<file path="config.mk">
export PLATFORM = sky130hd
export DESIGN_NAME = c_subset_lexer
export DESIGN_NICKNAME = d
export VERILOG_FILES = /design/src/csl_pkg.sv /design/src/csl_scan.sv /design/src/csl_resq.sv /design/src/c_subset_lexer.sv
export SDC_FILE = /design/constraint.sdc
export NUM_CORES = 1
export LEC_CHECK = 0
export BUFFER_PORTS_ARGS = -buffer_cell sky130_fd_sc_hd__buf_2
export CORE_UTILIZATION = 45
export CTS_CLUSTER_DIAMETER = 120
export CTS_CLUSTER_SIZE = 12
export DETAILED_ROUTE_END_ITERATION = 6
export GPL_ROUTABILITY_DRIVEN = 1
export GPL_TIMING_DRIVEN = 0
export PLACE_DENSITY_LB_ADDON = 0.12
export SYNTH_ARGS = -nofsm -noshare
export SYNTH_HDL_FRONTEND = slang
export SYNTH_SLANG_ARGS = --single-unit
</file>
<file path="constraint.sdc">
create_clock -name clk -period 5.9 [get_ports clk]
set_input_delay 0.59 -clock clk [delete_from_list [all_inputs] [get_ports clk]]
set_output_delay 0.59 -clock clk [all_outputs]
set_load 0.03 [all_outputs]
</file>
<file path="src/csl_pkg.sv">
// Shared types, constants and lookup functions for the C subset lexer.
// No dependencies.
`default_nettype none
package csl_pkg;

	localparam int KW_MAX_LEN = 8;
	localparam int WIDX_W     = $clog2(KW_MAX_LEN);

	localparam logic [6:0] K_IDENT   = 7'd0;
	localparam logic [6:0] K_INT     = 7'd33;
	localparam logic [6:0] K_UINT    = 7'd34;
	localparam logic [6:0] K_LONG    = 7'd35;
	localparam logic [6:0] K_ULONG   = 7'd36;
	localparam logic [6:0] K_FLOAT   = 7'd37;
	localparam logic [6:0] K_DOUBLE  = 7'd38;
	localparam logic [6:0] K_LDOUBLE = 7'd39;
	localparam logic [6:0] K_CHAR    = 7'd40;
	localparam logic [6:0] K_STRING  = 7'd41;
	localparam logic [6:0] K_PUNCT0  = 7'd61;
	localparam logic [6:0] K_ERROR   = 7'd69;
	localparam logic [6:0] K_END     = 7'd70;

	typedef enum logic [3:0] {
		M_IDLE, M_IDENT, M_NUM, M_EXP, M_SUF_U, M_SUF_L, M_OP,
		M_CHR0, M_CHRB, M_CHRO, M_STR
	} mode_t;

	typedef logic [KW_MAX_LEN-1:0][7:0] word_t;

	typedef struct packed {
		logic [6:0]  kind;
		logic [15:0] line;
		logic [7:0]  len;
		logic        last;
	} res_t;

	// results of one lexed byte, up to two beats
	typedef struct packed {
		logic push0;
		logic push1;
		res_t r0;
		res_t r1;
	} push_t;

	localparam logic [8*KW_MAX_LEN-1:0] KW_TEXT [32] = '{
		"auto", "break", "case", "char", "const", "continue", "default", "do",
		"double", "else", "enum", "extern", "float", "for", "goto", "if",
		"int", "long", "register", "return", "short", "signed", "sizeof", "static",
		"struct", "switch", "typedef", "union", "unsigned", "void", "volatile", "while"
	};
	localparam int KW_LEN [32] = '{4, 5, 4, 4, 5, 8, 7, 2, 6, 4, 4, 6, 5, 3, 4, 2,
		3, 4, 8, 6, 5, 6, 6, 6, 6, 6, 7, 5, 8, 4, 8, 5};

	function automatic logic is_letter(input logic [7:0] c);
		return (c >= "a" && c <= "z") || (c >= "A" && c <= "Z") || c == "_";
	endfunction

	function automatic logic is_digit(input logic [7:0] c);
		return c >= "0" && c <= "9";
	endfunction

	function automatic logic [7:0] sat_inc8(input logic [7:0] v);
		return (v == 8'hFF) ? v : v + 8'd1;
	endfunction

	// operator lead character: hit flag and table index
	function automatic logic [4:0] op_find(input logic [7:0] c);
		case (c)
			"+": return {1'b1, 4'd0};
			"-": return {1'b1, 4'd1};
			"*": return {1'b1, 4'd2};
			"/": return {1'b1, 4'd3};
			"%": return {1'b1, 4'd4};
			"=": return {1'b1, 4'd5};
			"!": return {1'b1, 4'd6};
			"<": return {1'b1, 4'd7};
			">": return {1'b1, 4'd8};
			"&": return {1'b1, 4'd9};
			"|": return {1'b1, 4'd10};
			default: return 5'd0;
		endcase
	endfunction

	function automatic logic [7:0] op_second(input logic [3:0] i);
		case (i)
			4'd9:    return "&";
			4'd10:   return "|";
			default: return "=";
		endcase
	endfunction

	function automatic logic [6:0] op_single(input logic [3:0] i);
		case (i)
			4'd6, 4'd9, 4'd10: return K_ERROR;
			4'd7:              return 7'd55;
			4'd8:              return 7'd57;
			default:           return 7'd42 + {2'd0, i, 1'b0};
		endcase
	endfunction

	function automatic logic [6:0] op_pair(input logic [3:0] i);
		case (i)
			4'd6:    return 7'd54;
			4'd7:    return 7'd56;
			4'd8:    return 7'd58;
			4'd9:    return 7'd59;
			4'd10:   return 7'd60;
			default: return 7'd43 + {2'd0, i, 1'b0};
		endcase
	endfunction

	// punctuation: hit flag and offset from K_PUNCT0
	function automatic logic [3:0] punct_find(input logic [7:0] c);
		case (c)
			",": return 4'b1000;
			";": return 4'b1001;
			"(": return 4'b1010;
			")": return 4'b1011;
			"[": return 4'b1100;
			"]": return 4'b1101;
			"{": return 4'b1110;
			"}": return 4'b1111;
			default: return 4'b0000;
		endcase
	endfunction

	// exact length and text match against all keywords in parallel
	function automatic logic [6:0] kw_kind(input word_t w, input logic [7:0] len);
		logic [6:0] kind;
		logic       m;
		kind = K_IDENT;
		for (int i = 0; i < 32; i++) begin
			m = (len == 8'(KW_LEN[i]));
			for (int k = 0; k < KW_MAX_LEN; k++) begin
				if (k < KW_LEN[i] && w[k] != KW_TEXT[i][8*(KW_LEN[i]-1-k) +: 8])
					m = 1'b0;
			end
			if (m)
				kind = 7'(i + 1);
		end
		return kind;
	endfunction

endpackage
`default_nettype wire

</file>
<file path="src/csl_scan.sv">
// Lexer state registers and the per-byte next-state / token logic.
// Depends on csl_pkg.
`default_nettype none
module csl_scan import csl_pkg::*; (
	input  wire logic       clk,
	input  wire logic       arst_n,
	input  wire logic       go,
	input  wire logic [7:0] c,
	input  wire logic       eof,
	output push_t           push
);

	mode_t       mode_q, mode_d;
	logic [15:0] line_q, line_d;
	logic [7:0]  len_q, len_d;
	logic        float_q, float_d, hex_q, hex_d;
	logic [3:0]  op_q, op_d;
	word_t       wbuf_q;
	logic        wr_en;
	logic [WIDX_W-1:0] wr_idx;

	logic        ea, eb, reproc, line_inc;
	logic [6:0]  ka, kb;
	logic [7:0]  la, lb, lg;
	logic [4:0]  of;
	logic [3:0]  pf;
	logic        chr_ok;

	always_comb begin
		mode_d = mode_q; line_d = line_q; len_d = len_q;
		float_d = float_q; hex_d = hex_q; op_d = op_q;
		wr_en = 1'b0; wr_idx = len_q[WIDX_W-1:0];
		ea = 1'b0; eb = 1'b0; ka = K_ERROR; kb = K_ERROR; la = len_q; lb = 8'd1;
		reproc = 1'b0; line_inc = 1'b0;
		lg = sat_inc8(len_q);
		of = op_find(c);
		pf = punct_find(c);
		chr_ok = (lg == 8'd3) || (lg == 8'd4 && mode_q == M_CHRB);

		if (eof) begin
			unique case (mode_q)
				M_IDENT: begin ea = 1'b1; ka = kw_kind(wbuf_q, len_q); end
				M_NUM, M_EXP: begin ea = 1'b1; ka = float_q ? K_DOUBLE : K_INT; end
				M_SUF_U: begin ea = 1'b1; ka = K_UINT; end
				M_SUF_L: begin ea = 1'b1; ka = float_q ? K_LDOUBLE : K_LONG; end
				M_OP: begin ea = 1'b1; ka = op_single(op_q); la = 8'd1; end
				M_CHR0, M_CHRB, M_CHRO, M_STR: begin ea = 1'b1; ka = K_ERROR; end
				default: ;
			endcase
			eb = 1'b1; kb = K_END; lb = 8'd0;
			mode_d = M_IDLE; line_d = 16'd1; len_d = 8'd0; float_d = 1'b0; hex_d = 1'b0;
		end else begin
			unique case (mode_q)
				M_IDENT: begin
					if (is_letter(c) || is_digit(c)) begin
						wr_en = (len_q < 8'(KW_MAX_LEN));
						len_d = lg;
					end else begin
						ea = 1'b1; ka = kw_kind(wbuf_q, len_q); reproc = 1'b1;
					end
				end
				M_NUM, M_EXP: begin
					if (mode_q == M_EXP && (c == "+" || c == "-")) begin
						mode_d = M_NUM; len_d = lg;
					end else if (is_digit(c) || c == ".") begin
						mode_d = M_NUM; len_d = lg;
						if (c == ".") float_d = 1'b1;
					end else if (c == "x" || c == "X") begin
						mode_d = M_NUM; len_d = lg; hex_d = 1'b1;
					end else if (hex_q && ((c >= "a" && c <= "f") || (c >= "A" && c <= "F")))
					begin
						mode_d = M_NUM; len_d = lg;
					end else if (!hex_q && (c == "e" || c == "E")) begin
						mode_d = M_EXP; len_d = lg; float_d = 1'b1;
					end else if (c == "u" || c == "U") begin
						if (float_q) begin
							ea = 1'b1; ka = K_ERROR; mode_d = M_IDLE;
						end else begin
							mode_d = M_SUF_U;
						end
					end else if (c == "l" || c == "L") begin
						mode_d = M_SUF_L;
					end else if (c == "f" || c == "F") begin
						ea = 1'b1; ka = K_FLOAT; mode_d = M_IDLE;
					end else begin
						ea = 1'b1; ka = float_q ? K_DOUBLE : K_INT; reproc = 1'b1;
					end
				end
				M_SUF_U: begin
					ea = 1'b1;
					if (c == "l" || c == "L") begin
						ka = K_ULONG; mode_d = M_IDLE;
					end else begin
						ka = K_UINT; reproc = 1'b1;
					end
				end
				M_SUF_L: begin
					ea = 1'b1;
					if (c == "u" || c == "U") begin
						ka = float_q ? K_ERROR : K_ULONG; mode_d = M_IDLE;
					end else begin
						ka = float_q ? K_LDOUBLE : K_LONG; reproc = 1'b1;
					end
				end
				M_OP: begin
					ea = 1'b1;
					if (c == op_second(op_q)) begin
						ka = op_pair(op_q); la = 8'd2; mode_d = M_IDLE;
					end else begin
						ka = op_single(op_q); la = 8'd1; reproc = 1'b1;
					end
				end
				M_CHR0, M_CHRB, M_CHRO: begin
					len_d = lg;
					if (c == "'") begin
						ea = 1'b1; ka = chr_ok ? K_CHAR : K_ERROR; la = lg; mode_d = M_IDLE;
					end else if (mode_q == M_CHR0) begin
						mode_d = (c == "\\") ? M_CHRB : M_CHRO;
					end
				end
				M_STR: begin
					len_d = lg;
					if (c == "\n") line_inc = 1'b1;
					if (c == "\"") begin
						ea = 1'b1; ka = K_STRING; la = lg; mode_d = M_IDLE;
					end
				end
				default: reproc = 1'b1;
			endcase

			// byte that ended a token starts the next one
			if (reproc) begin
				mode_d = M_IDLE; len_d = 8'd0;
				if (c == " " || c == "\t") begin
				end else if (c == "\n") begin
					line_inc = 1'b1;
				end else if (is_letter(c)) begin
					mode_d = M_IDENT; len_d = 8'd1; wr_en = 1'b1; wr_idx = '0;
				end else if (is_digit(c) || c == ".") begin
					mode_d = M_NUM; len_d = 8'd1; float_d = (c == "."); hex_d = 1'b0;
				end else if (of[4]) begin
					mode_d = M_OP; len_d = 8'd1; op_d = of[3:0];
				end else if (pf[3]) begin
					eb = 1'b1; kb = K_PUNCT0 + {4'd0, pf[2:0]};
				end else if (c == "#") begin
					eb = 1'b1; kb = K_ERROR; lb = 8'd2;
				end else if (c == "'") begin
					mode_d = M_CHR0; len_d = 8'd1;
				end else if (c == "\"") begin
					mode_d = M_STR; len_d = 8'd1;
				end else begin
					eb = 1'b1; kb = K_ERROR;
				end
			end
			if (line_inc && line_q != 16'hFFFF)
				line_d = line_q + 16'd1;
		end
	end

	// pack the beats in order; the final one carries last
	always_comb begin
		push.push0   = go && (ea || eb);
		push.push1   = go && ea && eb;
		push.r0.kind = ea ? ka : kb;
		push.r0.len  = ea ? la : lb;
		push.r0.line = line_q;
		push.r0.last = !(ea && eb);
		push.r1.kind = kb;
		push.r1.len  = lb;
		push.r1.line = line_q;
		push.r1.last = 1'b1;
	end

	always_ff @(posedge clk or negedge arst_n) begin
		if (!arst_n) begin
			mode_q  <= M_IDLE;
			line_q  <= 16'd1;
			len_q   <= 8'd0;
			float_q <= 1'b0;
			hex_q   <= 1'b0;
			op_q    <= 4'd0;
		end else if (go) begin
			mode_q  <= mode_d;
			line_q  <= line_d;
			len_q   <= len_d;
			float_q <= float_d;
			hex_q   <= hex_d;
			op_q    <= op_d;
		end
	end

	always_ff @(posedge clk) begin
		if (go && wr_en)
			wbuf_q[wr_idx] <= c;
	end

endmodule
`default_nettype wire

</file>
<file path="src/csl_resq.sv">
// Four-entry result queue; takes up to two beats per cycle, hands out one per cycle unless stalled.
// Depends on csl_pkg.
`default_nettype none
module csl_resq import csl_pkg::*; (
	input  wire logic clk,
	input  wire logic arst_n,
	input  push_t     push,
	output logic      room2,
	output logic      out_valid,
	input  wire logic out_stall,
	output res_t      head
);

	res_t       mem_q [4];
	logic [1:0] wp_q, rp_q;
	logic [2:0] cnt_q;
	logic       pop;
	logic [2:0] npush;

	assign pop       = out_valid && !out_stall;
	assign out_valid = (cnt_q != 3'd0);
	assign head      = mem_q[rp_q];
	assign npush     = {2'd0, push.push0} + {2'd0, push.push1};
	// two free slots after this cycle's pop
	assign room2     = (cnt_q - {2'd0, pop}) <= 3'd2;

	always_ff @(posedge clk or negedge arst_n) begin
		if (!arst_n) begin
			wp_q  <= 2'd0;
			rp_q  <= 2'd0;
			cnt_q <= 3'd0;
		end else begin
			wp_q  <= wp_q + npush[1:0];
			rp_q  <= rp_q + {1'b0, pop};
			cnt_q <= cnt_q + npush - {2'd0, pop};
		end
	end

	always_ff @(posedge clk) begin
		if (push.push0)
			mem_q[wp_q] <= push.r0;
		if (push.push1)
			mem_q[wp_q + 2'd1] <= push.r1;
	end

endmodule
`default_nettype wire

</file>
<file path="src/c_subset_lexer.sv">
// Top level of the C subset lexer: input register, scanner, result queue.
// Depends on csl_pkg, csl_scan, csl_resq.
`default_nettype none
// C subset lexer. One source byte per beat (char_code, or end_of_input to close the
// file) goes into an input register; the scanner consumes it and emits
// zero, one or two token beats (kind, line, length, last) into a four-entry result
// queue. Throughput is one input byte per cycle while the output side keeps up; a byte
// that ends one token and is itself a one-character token yields two beats, and the
// single-beat-per-cycle output port then sets the pace. The input register waits when
// the queue has fewer than two free slots. End of input flushes any open token, emits
// the end token, and returns line numbering to 1. No clearing pass after reset.
module c_subset_lexer import csl_pkg::*; (
	input  wire logic        clk,
	input  wire logic        arst_n,
	input  wire logic        in_valid,
	output logic             in_stall,
	input  wire logic [7:0]  char_code,
	input  wire logic        end_of_input,
	output logic             out_valid,
	input  wire logic        out_stall,
	output logic [6:0]       tok_class,
	output logic [15:0]      line_number,
	output logic [7:0]       token_length,
	output logic             last
);

	logic       v_s1;
	logic [7:0] c_s1;
	logic       eof_s1;
	logic       room2, go;
	push_t      push;
	res_t       head;

	// the held byte moves on whenever the queue can take both possible beats
	assign go       = v_s1 && room2;
	assign in_stall = v_s1 && !room2;

	always_ff @(posedge clk or negedge arst_n) begin
		if (!arst_n)
			v_s1 <= 1'b0;
		else if (!in_stall)
			v_s1 <= in_valid;
	end

	always_ff @(posedge clk) begin
		if (in_valid && !in_stall) begin
			c_s1   <= char_code;
			eof_s1 <= end_of_input;
		end
	end

	csl_scan u_scan (
		.clk    (clk),
		.arst_n (arst_n),
		.go     (go),
		.c      (c_s1),
		.eof    (eof_s1),
		.push   (push)
	);

	csl_resq u_resq (
		.clk       (clk),
		.arst_n    (arst_n),
		.push      (push),
		.room2     (room2),
		.out_valid (out_valid),
		.out_stall (out_stall),
		.head      (head)
	);

	assign tok_class    = head.kind;
	assign line_number  = head.line;
	assign token_length = head.len;
	assign last         = head.last;

endmodule
`default_nettype wire

</file>
# Yosys cells after proc, flatten, opt, wreduce, memory -nomap -nowiden
# Memory sizes are Yosys's and may differ from the RTL's.
# Cells that the tools add are included.
[word_totals] reg_bits=115 ramBits=128 in_bits=13 output_inout_bits=34 elab_cells=832 n_memories=1
[mem_list] memory="u_resq.mem_q" depth=4 width=32 rd=1 rd_clocked_by_memory_dff=0 write_ports=2 line_no="csl_resq.sv:14" text="res_t mem_q [4];"
[classes] n_addsub=12 order_cmp=12 n_eq_ne=160 mux=569 n_bitwise=5 n_reduce_logical=53
[op_table] operator="inequality test 8 x 7 -> 1 bit, second input constant" n=87
[op_table] operator="two-way mux 1 bit" n=397
[op_table] operator="two-way mux 7 bit" n=56
[op_table] operator="two-way mux 8 bit" n=33
[op_table] operator="== test 8 x 6 -> 1 bit, second input constant" n=19
[op_table] operator="== test 8 x 7 -> 1 bit, second input constant" n=17
[op_table] operator="two-way mux 4 bit" n=33
[op_table] operator="two-way mux 5 bit" n=16
[op_table] operator="one-hot mux 7 bit (5 select lines)" n=2
[op_table] operator="bitwise mux 64 bit" n=1
[op_table] operator="one-hot mux 5 bit (11 select lines)" n=1
[op_table] operator="one-hot mux 7 bit (7 select lines)" n=1
[op_table] operator="one-hot mux 8 bit (3 select lines)" n=2
[op_table] operator="== test 8 x 3 -> 1 bit, second input constant" n=5
[op_table] operator="two-way mux 3 bit" n=13
[op_table] operator="less-or-equal comparator 8 x 7 -> 1 bit, second input constant" n=4
[op_table] operator="two-way mux 16 bit" n=2
[op_table] operator="one-hot mux 4 bit (8 select lines)" n=1
[op_table] operator="demux 8 bit (select 3 bit)" n=1
[op_table] operator="== test 4 x 3 -> 1 bit, second input constant" n=6
[op_table] operator="== test 4 bit, second input constant" n=6
[op_table] operator="== test 8 x 2 -> 1 bit, second input constant" n=3
[op_table] operator="== test 8 x 4 -> 1 bit, second input constant" n=3
[op_table] operator="one-hot mux 4 bit (6 select lines)" n=1
[op_table] operator="47 further kinds" n=101

# Depth between registers and ports, before layout
# Gate-level depths: netlist (run 1).
[depth] depth_word=44 ltp_mapped=16 mapped_depth_nobuf=15

# Cells and area by module
# Synthesis (run 1) repeated with hierarchy kept, for this count alone.
[unflattened] cells_unflattened=1386 hier_area_um2=15280.9
[by_module_without_submodules] module="csl_scan" instances=1 cells_per_inst=1017 area_per_inst_um2=8321.7 seq_area_each_um2=2773.9
[by_module_without_submodules] module="csl_resq" instances=1 cells_per_inst=354 area_per_inst_um2=6625.1 seq_area_each_um2=4018.9
[by_module_without_submodules] module="c_subset_lexer" instances=1 cells_per_inst=15 area_per_inst_um2=334.1 seq_area_each_um2=295.3

# Worst setup path before layout (run 1)
# OpenSTA, ideal clock, no wires.
[synth_timing] path_kind="flip-flop to flip-flop" from="reg c_s1[3]" to="reg u_resq.cnt_q[2]" setup_ns=0.123 t_arrival_ns=3.713 required_ns=5.777 setup_slack_ns=2.064 path_stages_with_launch=17 path_buffers=4 synth_period_minus_slack_ns=3.836 cell_sequence="edfxtp_1 -> buf_2 -> buf_4 -> buf_2 -> nor4_2 -> a21oi_1 -> o2111a_1 -> nand2_1 -> o21bai_1 -> buf_2 -> and2_1 -> ha_1 -> inv_1 -> ha_1 -> fa_1 -> xor2_1 -> xnor2_1"
[synth_via] elab_chain_cells=19 elab_cells_between_ends=110 classes_between="add/sub: 3; order compare: 8; eq/ne: 38; mux: 37; reduce/logical: 24"
[synth_lines] item="start, declared" line_no="c_subset_lexer.sv:28" text="logic [7:0] c_s1;"
[synth_lines] item="start signal, assigned" line_no="c_subset_lexer.sv:47" text="c_s1 <= char_code;"
[synth_lines] item="== test 8 x 7 -> 1 bit" line_no="csl_scan.sv:83" text="end else if (c == \"f\" || c == \"F\") begin"
[synth_lines] item="logical OR 1 bit" line_no="csl_scan.sv:83"
[synth_lines] item="two-way mux 1 bit" line_no="csl_scan.sv:83"
[synth_lines] item="two-way mux 1 bit" line_no="csl_scan.sv:81" text="end else if (c == \"l\" || c == \"L\") begin"
[synth_lines] item="two-way mux 1 bit" line_no="csl_scan.sv:75" text="end else if (c == \"u\" || c == \"U\") begin"
[synth_lines] item="two-way mux 1 bit" line_no="csl_scan.sv:73" text="end else if (!hex_q && (c == \"e\" || c == \"E\")) begin"
[synth_lines] item="two-way mux 1 bit" line_no="csl_scan.sv:70" text="end else if (hex_q && ((c >= \"a\" && c <= \"f\") || (c >= \"A\" && c <= \"F\")))"
[synth_lines] item="two-way mux 1 bit" line_no="csl_scan.sv:68" text="end else if (c == \"x\" || c == \"X\") begin"
[synth_lines] item="[... 3 more ...]"
[synth_lines] item="two-way mux 1 bit" line_no="csl_scan.sv:40" text="if (eof) begin"
[synth_lines] item="two-way mux 1 bit" line_no="csl_scan.sv:132" text="if (reproc) begin"
[synth_lines] item="two-way mux 1 bit" line_no="csl_scan.sv:40"
[synth_lines] item="logical OR 1 bit" line_no="csl_scan.sv:162" text="push.push0 = go && (ea || eb);"
[synth_lines] item="logical AND 1 bit" line_no="csl_scan.sv:162"
[synth_lines] item="adder 1 x 1 -> 2 bit (*)" line_no="csl_resq.sv:23" text="assign npush = {2'd0, push.push0} + {2'd0, push.push1};"
[synth_lines] item="adder 3 bit (*)" line_no="csl_resq.sv:35" text="cnt_q <= cnt_q + npush - {2'd0, pop};"
[synth_lines] item="subtractor 3 x 1 -> 3 bit (*)" line_no="csl_resq.sv:35"
[synth_lines] item="end signal, assigned" line_no="csl_resq.sv:35"
[synth_lines] item="end, declared" line_no="csl_resq.sv:16" text="logic [2:0] cnt_q;"
# Mark *: on every way between the ends. The rest lies on a longest branch, timed or not. The select of a mux whose other input is x is not followed.
# A chain may end at the register's enable or synchronous reset.

# Final worst setup path (run 1)
[layout_timing] from="reg c_s1[1]" to="reg u_resq.cnt_q[2]"
# Same word-level chain as after synthesis.

==> results of run 1 <==
-- worst paths after layout --
| kind | start | to | slack [ns] | cells past startpoint |
|---|---|---|---|---|
| min in group asynchronous | arst_n | u_scan.line_q[11]$_DFFE_PN0P_ | 0.26 | 1 |
| worst min-delay path | char_code[2] | c_s1[2]$_DFFE_PP_ | 0.23 | 1 |
| worst max register to register | c_s1[1]$_DFFE_PP_ | u_resq.cnt_q[2]$_DFF_PN0_ | 0.92 | 15 |
| worst min register to register | u_resq.mem_q[1][5]$_SDFFE_PP0P_ | u_resq.mem_q[1][5]$_SDFFE_PP0P_ | 0.46 | 2 |
| worst max-delay path | c_s1[1]$_DFFE_PP_ | u_resq.cnt_q[2]$_DFF_PN0_ | 0.92 | 15 |
| max in group asynchronous | arst_n | u_scan.op_q[2]$_DFFE_PN0P_ | 4.93 | 1 |
-- power breakdown --
group	total (uW)	switching, uW	internal [uW]	leakage (uW)
sequential	2490	186	2300	0.00237
combinational	3260	2230	1030	0.00285
clock	1420	658	764	0.000330
total	7170	3070	4090	0.00555
-- state kept, by name, indices dropped and copies added (netlist names), 2 cells and up --
signal,count
u_scan.len_q,8
u_resq.cnt_q,3
u_scan.op_q,4
u_resq.rp_q,2
u_scan.mode_q,4
u_scan.line_q,16
u_resq.wp_q,2
c_s1,8
u_scan.wbuf_q,64
u_resq.mem_q,128
-- cells by family after synthesis --
| family | count (synthesis) | share of synthesized area |
|---|---|---|
| XOR/XNOR | 21 | 0.0122 |
| flip-flops | 243 | 0.452 |
| AND/OR/NAND/NOR | 709 | 0.270 |
| AO/OA/AOI/OAI | 306 | 0.147 |
| buffers and inverters | 125 | 0.0388 |
| adder cells (fa/ha/maj) | 19 | 0.0163 |
| multiplexers | 56 | 0.0643 |
-- cell type report --
cell class	count	area, um^2
buffer	95	472
clock buffer	40	661
clock inverter	3	30.0
fill	3057	16200
inverter	30	113
multi-input combinational	1111	7690
sequential	243	6810
tap	442	553
timing repair buffer	46	230
-- routing by layer --
metal | global-route usage | up-vias | wire length (um)
li1 | - | 5865 | -
met1 | 0.424 | 6458 | 22600
met2 | 0.495 | 543 | 23800
met3 | 0.0356 | 93 | 3400
met4 | 0.0929 | 0 | 1670
met5 | 0 | - | 0
-- synth_stat cells (all sizes together) (15+ instances only) --
| cell type | number | area share |
|---|---|---|
| mux2i | 17 | 0.011 |
| o21ai | 48 | 0.016 |
| inv | 30 | 0.0075 |
| nor4 | 41 | 0.018 |
| ha | 18 | 0.015 |
| o31ai | 19 | 0.0098 |
| a31oi | 17 | 0.0071 |
| o22ai | 25 | 0.010 |
| mux4 | 32 | 0.048 |
| nor3 | 59 | 0.021 |
| dfxtp | 28 | 0.037 |
| or4 | 15 | 0.0075 |
| and2 | 83 | 0.035 |
| nor2 | 102 | 0.025 |
| nand2b | 21 | 0.0087 |
| edfxtp | 173 | 0.34 |
| nor2b | 29 | 0.012 |
| and3 | 18 | 0.0075 |
| nand3 | 71 | 0.024 |
| dfrtp | 41 | 0.068 |
| nand4 | 48 | 0.020 |
| o211ai | 19 | 0.011 |
| a21oi | 74 | 0.026 |
| clkbuf | 54 | 0.013 |
| nand2 | 119 | 0.031 |
| buf | 41 | 0.018 |
-- metrics by stage --
step,cell area (um^2),total power [uW],instances
3_5_place_dp,15900,5770,1967
4_1_cts,16500,7200,2010
2_1_floorplan,15100,4730,1479
3_3_place_gp,15900,5750,1967
5_1_grt,16600,7540,2010
6_report,16600,7170,2010
==> summary.txt, run 1 <==
Timing
  – Tightest Pin Transition: 1.28 ns
  – Max Slew Vio Count: 0
  – Relative slew slack: 0.142
  – Final hold violation count: 0
  – Final setup viols: 0
  – Worst hold slack: 0.233 ns
  – Clk_skew: 0.0253 ns
  – Fmax: 201 MHz
  – PnR worst setup slack: 0.924 ns
  – Setup total negative slack: 0 ns
  – Final period utilization: 0.843
  – Post-layout min period: 4.98 ns
  – RSZ-0062 raised after global routing: no

Clock network
  – Hold Buf Count CTS: 0
  – CTS Buf Count: 24
  – Setup bufs post-CTS: 0
  – CTS Root Cell: clkbuf_16
  – CTS sink cnt: 243
  – CTS max path bufs: 3
  – Clock transition at path regs: 0.06 ns
  – # H-tree levels: 1
  – TritonCTS clock tree: built
  – Cts repair resizes: 0
  – Clock Latency Late Sink: 0.55 ns

Place
  – Pre-CTS setup slack: 1.04 ns
  – Buffers on Ports: 46
  – RD Place Congestion: 0.963
  – Hpwl dp: 38.9 mm

Critical path
  – Crit path launch type: register
  – Top Family by Delay on Critical Path: compound AO/OA/AOI/OAI gates
  – Critical Path RT: 6.33 ns
  – Slowest stage delay, CP: 0.67 ns
  – CP Cell Sequence: buf_4 -> nand2b_1 -> clkbuf_1 -> o32ai_1 -> o21ai_0 -> nand4_2 -> o21bai_1 -> buf_2 -> and2_1 -> ha_1 -> inv_1 -> ha_1 -> fa_1 -> xor2_1 -> xnor2_1
  – Critical Path Most Common Cell: ha_1
  – Buf/Inv on CP: 4
  – CP Data Arrival Time: 5.41 ns
  – CP max-delay cell: edfxtp_1
  – Crit. End Element: register
  – Worst Path Max Fanout: 17
  – Crit path kind: reg -> reg

Synthesis
  – Avg Synthesized Cell Area: 10.2 um^2
  – Syn nets: 1511
  – Post-synth EDFFs: 173
  – Post-Syn Area: 15100 um^2
  – Post-synthesis cell type count: 100
  – Gate Count Post-Synth: 1479
  – Async SR Flop Fraction: 0.173
  – Synth warn: 0
  – Seq/Total Area, Yosys: 0.452
  – Ys flop type: edfxtp_1
  – Yosys reg bits: 243

Worst hold path
  – Worst min-delay path class: in -> reg

Floorplan
  – IO Count: 47
  – Starting density of the core: 0.460
  – Die Y: 185 um
  – FP Rows: 66
  – Die area: 34200 um^2
  – Chip width: 185 um
  – Core Footprint: 32800 um^2

Layout
  – Commonest cells after routing, fill and taps aside: 173 x edfxtp_1, 115 x nand2_1, 102 x nor2_1
  – Commonest non-fill, non-tap cell in the layout: edfxtp_1
  – Final core occ: 0.505
  – Final layout net count: 1583
  – Layout cell share with drive strength beyond 1: 0.124
  – # diodes: 0
  – Area grow syn2layout: 9.81%

Global routing
  – Vias in the first global route: 12200
  – GRT overflow: 0
  – First-pass GRT wire length: 77.6 mm
  – Pin count of the biggest net entering global routing: 43
  – GRT Overall Usage: 0.304
  – Initial antenna violation count: 0

Route
  – Routed WL per cell: 25.6 um
  – Vias per Instance: 6.45
  – Initial DRC count: 1407
  – Post-route DRC: 0
  – DR vias: 13000
  – Final WL: 51.4 mm
  – Post-DRT Antenna Nets: 0
  – First-pass DRT Iterations: 6

Power and ir drop
  – Pwr dens: 433 nW/um^2
  – Cell leakage power: 0.00555 uW
  – Worst vdd ir: 0.309 mV

Status
  – Outcome: finished clean

Run
  – Max-cap violation count: 0
(Power assumes the default switching activity.)
==> run 2: changes to the inputs <==
Clock period 5.9 ns to 4.9 ns, I/O delays scaled along.
==> run 2 against run 1 <==
  * Fmax increased by 6.7%
  * Global-route usage unchanged
  * Sequential power up 19%
  * Critical path type unchanged
  * Sequential cell count is the same
  * Wire length grew 0.20%
  * Non-clock buffer count is 10 higher
  * Clock power grew 20%
  * First-iteration DRC count grew 6.0%
  * Clock-buffer cell count is the same
  * Critical path depth did not move
  * Combinational power increased by 23%
  * Final area up 0.60%
==> summary.txt, run 2 (synthesis gave the netlist of run 1 again) <==
Route
  – DR vias: 13100 (was 13000)
  – Initial DRC count: 1491 (was 1407)
  – Final WL: 51.5 mm (was 51.4 mm)
  – Post-DRT Antenna Nets: 0 (unchanged)
  – Post-route DRC: 0 (unchanged)
  – Vias per Instance: 6.47 (was 6.45)
  – First-pass DRT Iterations: 6 (unchanged)
  – Routed WL per cell: 25.5 um (was 25.6 um)

Timing
  – RSZ-0062 raised after global routing: no (unchanged)
  – Setup total negative slack: 0 ns (unchanged)
  – Final hold violation count: 0 (unchanged)
  – Tightest Pin Transition: 1.26 ns (was 1.28 ns)
  – Final period utilization: 0.952 (was 0.843)
  – Post-layout min period: 4.66 ns (was 4.98 ns)
  – Max Slew Vio Count: 0 (unchanged)
  – Clk_skew: 0.0264 ns (was 0.0253 ns)
  – Fmax: 214 MHz (was 201 MHz)
  – Relative slew slack: 0.156 (was 0.142)
  – Final setup viols: 0 (unchanged)

Clock network
  – CTS Root Cell: clkbuf_16 (unchanged)
  – Hold Buf Count CTS: 0 (unchanged)
  – CTS sink cnt: 243 (unchanged)
  – Clock Latency Late Sink: 0.55 ns (about the same)
  – # H-tree levels: 1 (unchanged)
  – TritonCTS clock tree: built (unchanged)
  – CTS max path bufs: 3 (unchanged)
  – Clock transition at path regs: 0.06 ns (about the same)
  – CTS Buf Count: 24 (unchanged)

Critical path
  – Crit path kind: reg -> reg (unchanged)
  – Worst Path Max Fanout: 11 (was 17)
  – Crit. End Element: register (unchanged)
  – CP Data Arrival Time: 5.09 ns (was 5.41 ns)
  – Critical Path RT: 5.33 ns (was 6.33 ns)
  – Crit path launch type: register (unchanged)

Layout
  – Commonest non-fill, non-tap cell in the layout: edfxtp_1 (unchanged)
  – # diodes: 0 (unchanged)
  – Final core occ: 0.508 (was 0.505)
  – Layout cell share with drive strength beyond 1: 0.131 (was 0.124)
  – Commonest cells after routing, fill and taps aside: 173 x edfxtp_1, 114 x nand2_1, 102 x nor2_1 (was 173 x edfxtp_1, 115 x nand2_1, 102 x nor2_1)
  – # fillers: 3047 (was 3057)
  – Largest registers: u_resq.mem_q (128), u_scan.wbuf_q (64), u_scan.line_q (16) (unchanged)
  – Area grow syn2layout: 10.5% (was 9.81%)
  – Final layout net count: 1593 (was 1583)
  – Area of the multi-input gates: 7710 um^2 (was 7690 um^2)
  – Register area: 6810 um^2 (unchanged)
  – Reg with most FFs: u_resq.mem_q (unchanged)
  – Max reg flops: 128 (unchanged)

Run
  – Max-cap violation count: 0 (unchanged)

Floorplan
  – Chip width: 185 um (unchanged)
  – IO Count: 47 (unchanged)
  – Die area: 34200 um^2 (unchanged)
  – FP Rows: 66 (unchanged)
  – Core Footprint: 32800 um^2 (unchanged)
  – Starting density of the core: 0.460 (unchanged)
  – Die Y: 185 um (unchanged)

Global routing
  – Pin count of the biggest net entering global routing: 43 (unchanged)
  – GRT overflow: 0 (unchanged)
  – Initial antenna violation count: 0 (unchanged)
  – GRT Overall Usage: 0.304 (unchanged)
  – Vias in the first global route: 12200 (unchanged)
  – First-pass GRT wire length: 77.6 mm (unchanged)

Place
  – Hpwl dp: 38.9 mm (unchanged)
  – RD Place Congestion: 0.963 (unchanged)
  – Buffers on Ports: 46 (unchanged)

Power and ir drop
  – Pwr dens: 521 nW/um^2 (was 433 nW/um^2)
  – Cell leakage power: 0.00561 uW (was 0.00555 uW)
  – Worst vdd ir: 0.373 mV (was 0.309 mV)

Status
  – Outcome: finished clean (unchanged)

Worst hold path
  – Worst min-delay path class: in -> reg (unchanged)
==> run 2: cell types whose count changed in the layout (fill, tap and decap cells not counted), sizes merged <==
cell  delta
buf     +10
==> run 2: repair_timing <==
item / in CTS / in global routing
setup endpoints to repair: 0 / 2
setup buffers: 0 / 10
gates resized for setup: 0 / 6
==> run 2: worst paths after layout <==
check / startpoint / endpoint / slack (ns) / cells after the start
worst max-delay path: c_s1[3]$_DFFE_PP_ / u_resq.cnt_q[2]$_DFF_PN0_ / 0.24 / 15
worst min-delay path: char_code[2] / c_s1[2]$_DFFE_PP_ / 0.13 / 1
worst max register to register: c_s1[3]$_DFFE_PP_ / u_resq.cnt_q[2]$_DFF_PN0_ / 0.24 / 15
worst min register to register: u_resq.mem_q[0][4]$_SDFFE_PP0P_ / u_resq.mem_q[0][4]$_SDFFE_PP0P_ / 0.46 / 2
max in group asynchronous: arst_n / u_scan.op_q[2]$_DFFE_PN0P_ / 4.00 / 1
min in group asynchronous: arst_n / u_scan.line_q[11]$_DFFE_PN0P_ / 0.17 / 1
==> run 2: per-layer routing <==
| layer | GRT usage | part of all wire | vias to the layer above | routed length, um |
|---|---|---|---|---|
| met5 | 0 | 0 | - | 0 |
| met4 | 0.0929 | 0.032 | 0 | 1670 |
| met3 | 0.0356 | 0.069 | 99 | 3560 |
| met2 | 0.495 | 0.46 | 590 | 23700 |
| met1 | 0.424 | 0.44 | 6474 | 22600 |
| li1 | - | - | 5904 | - |
==> run 2: critical path, cell delays in order, from the launching register on <==
cell and delay [ns]:
edfxtp_1 0.62, buf_2 0.31, nor4b_1 0.11, o311ai_2 0.61
nand3_1 0.20, o31ai_2 0.38, o31ai_2 0.17, o21bai_1 0.38
buf_2 0.30, and2_1 0.16, ha_1 0.21, inv_1 0.08
ha_1 0.32, fa_1 0.43, xor2_1 0.16, xnor2_1 0.12
==> run 2: metrics by stage <==
step / power [uW] / instance area [um^2] / setup WS, ns / cells / hold slack, ns
finish: 8680 / 16700 / 0.237 / 2020 / 0.132
global route: 9120 / 16700 / 0.0485 / 2020 / 0.122
CTS: 8660 / 16500 / 0.0440 / 2010 / 0.114
detailed placement: 6940 / 15900 / 0.0351 / 1967 / 0.449
global placement: 6930 / 15900 / 0.0390 / 1967 / 0.441
floorplan: 5700 / 15100 / 1.06 / 1479 / 0.194
==> run 2: layout make-up <==
class | count | share of cell area
multi-input cells | 1111 | 0.463
flip-flops and latches | 243 | 0.409
clock buffers | 40 | 0.0397
well taps | 442 | 0.0332
plain buffers | 95 | 0.0283
repair buffers | 56 | 0.0183
inverters | 30 | 0.00676
clock inverters | 3 | 0.00180
==> run 2: power by group <==
part	leakage [uW]	total, uW	internal, uW	switching [uW]
Clock	0.000330	1710	919	795
Sequential	0.00237	2970	2770	196
Combinational	0.00290	4000	1270	2730
Total	0.00561	8680	4960	3720
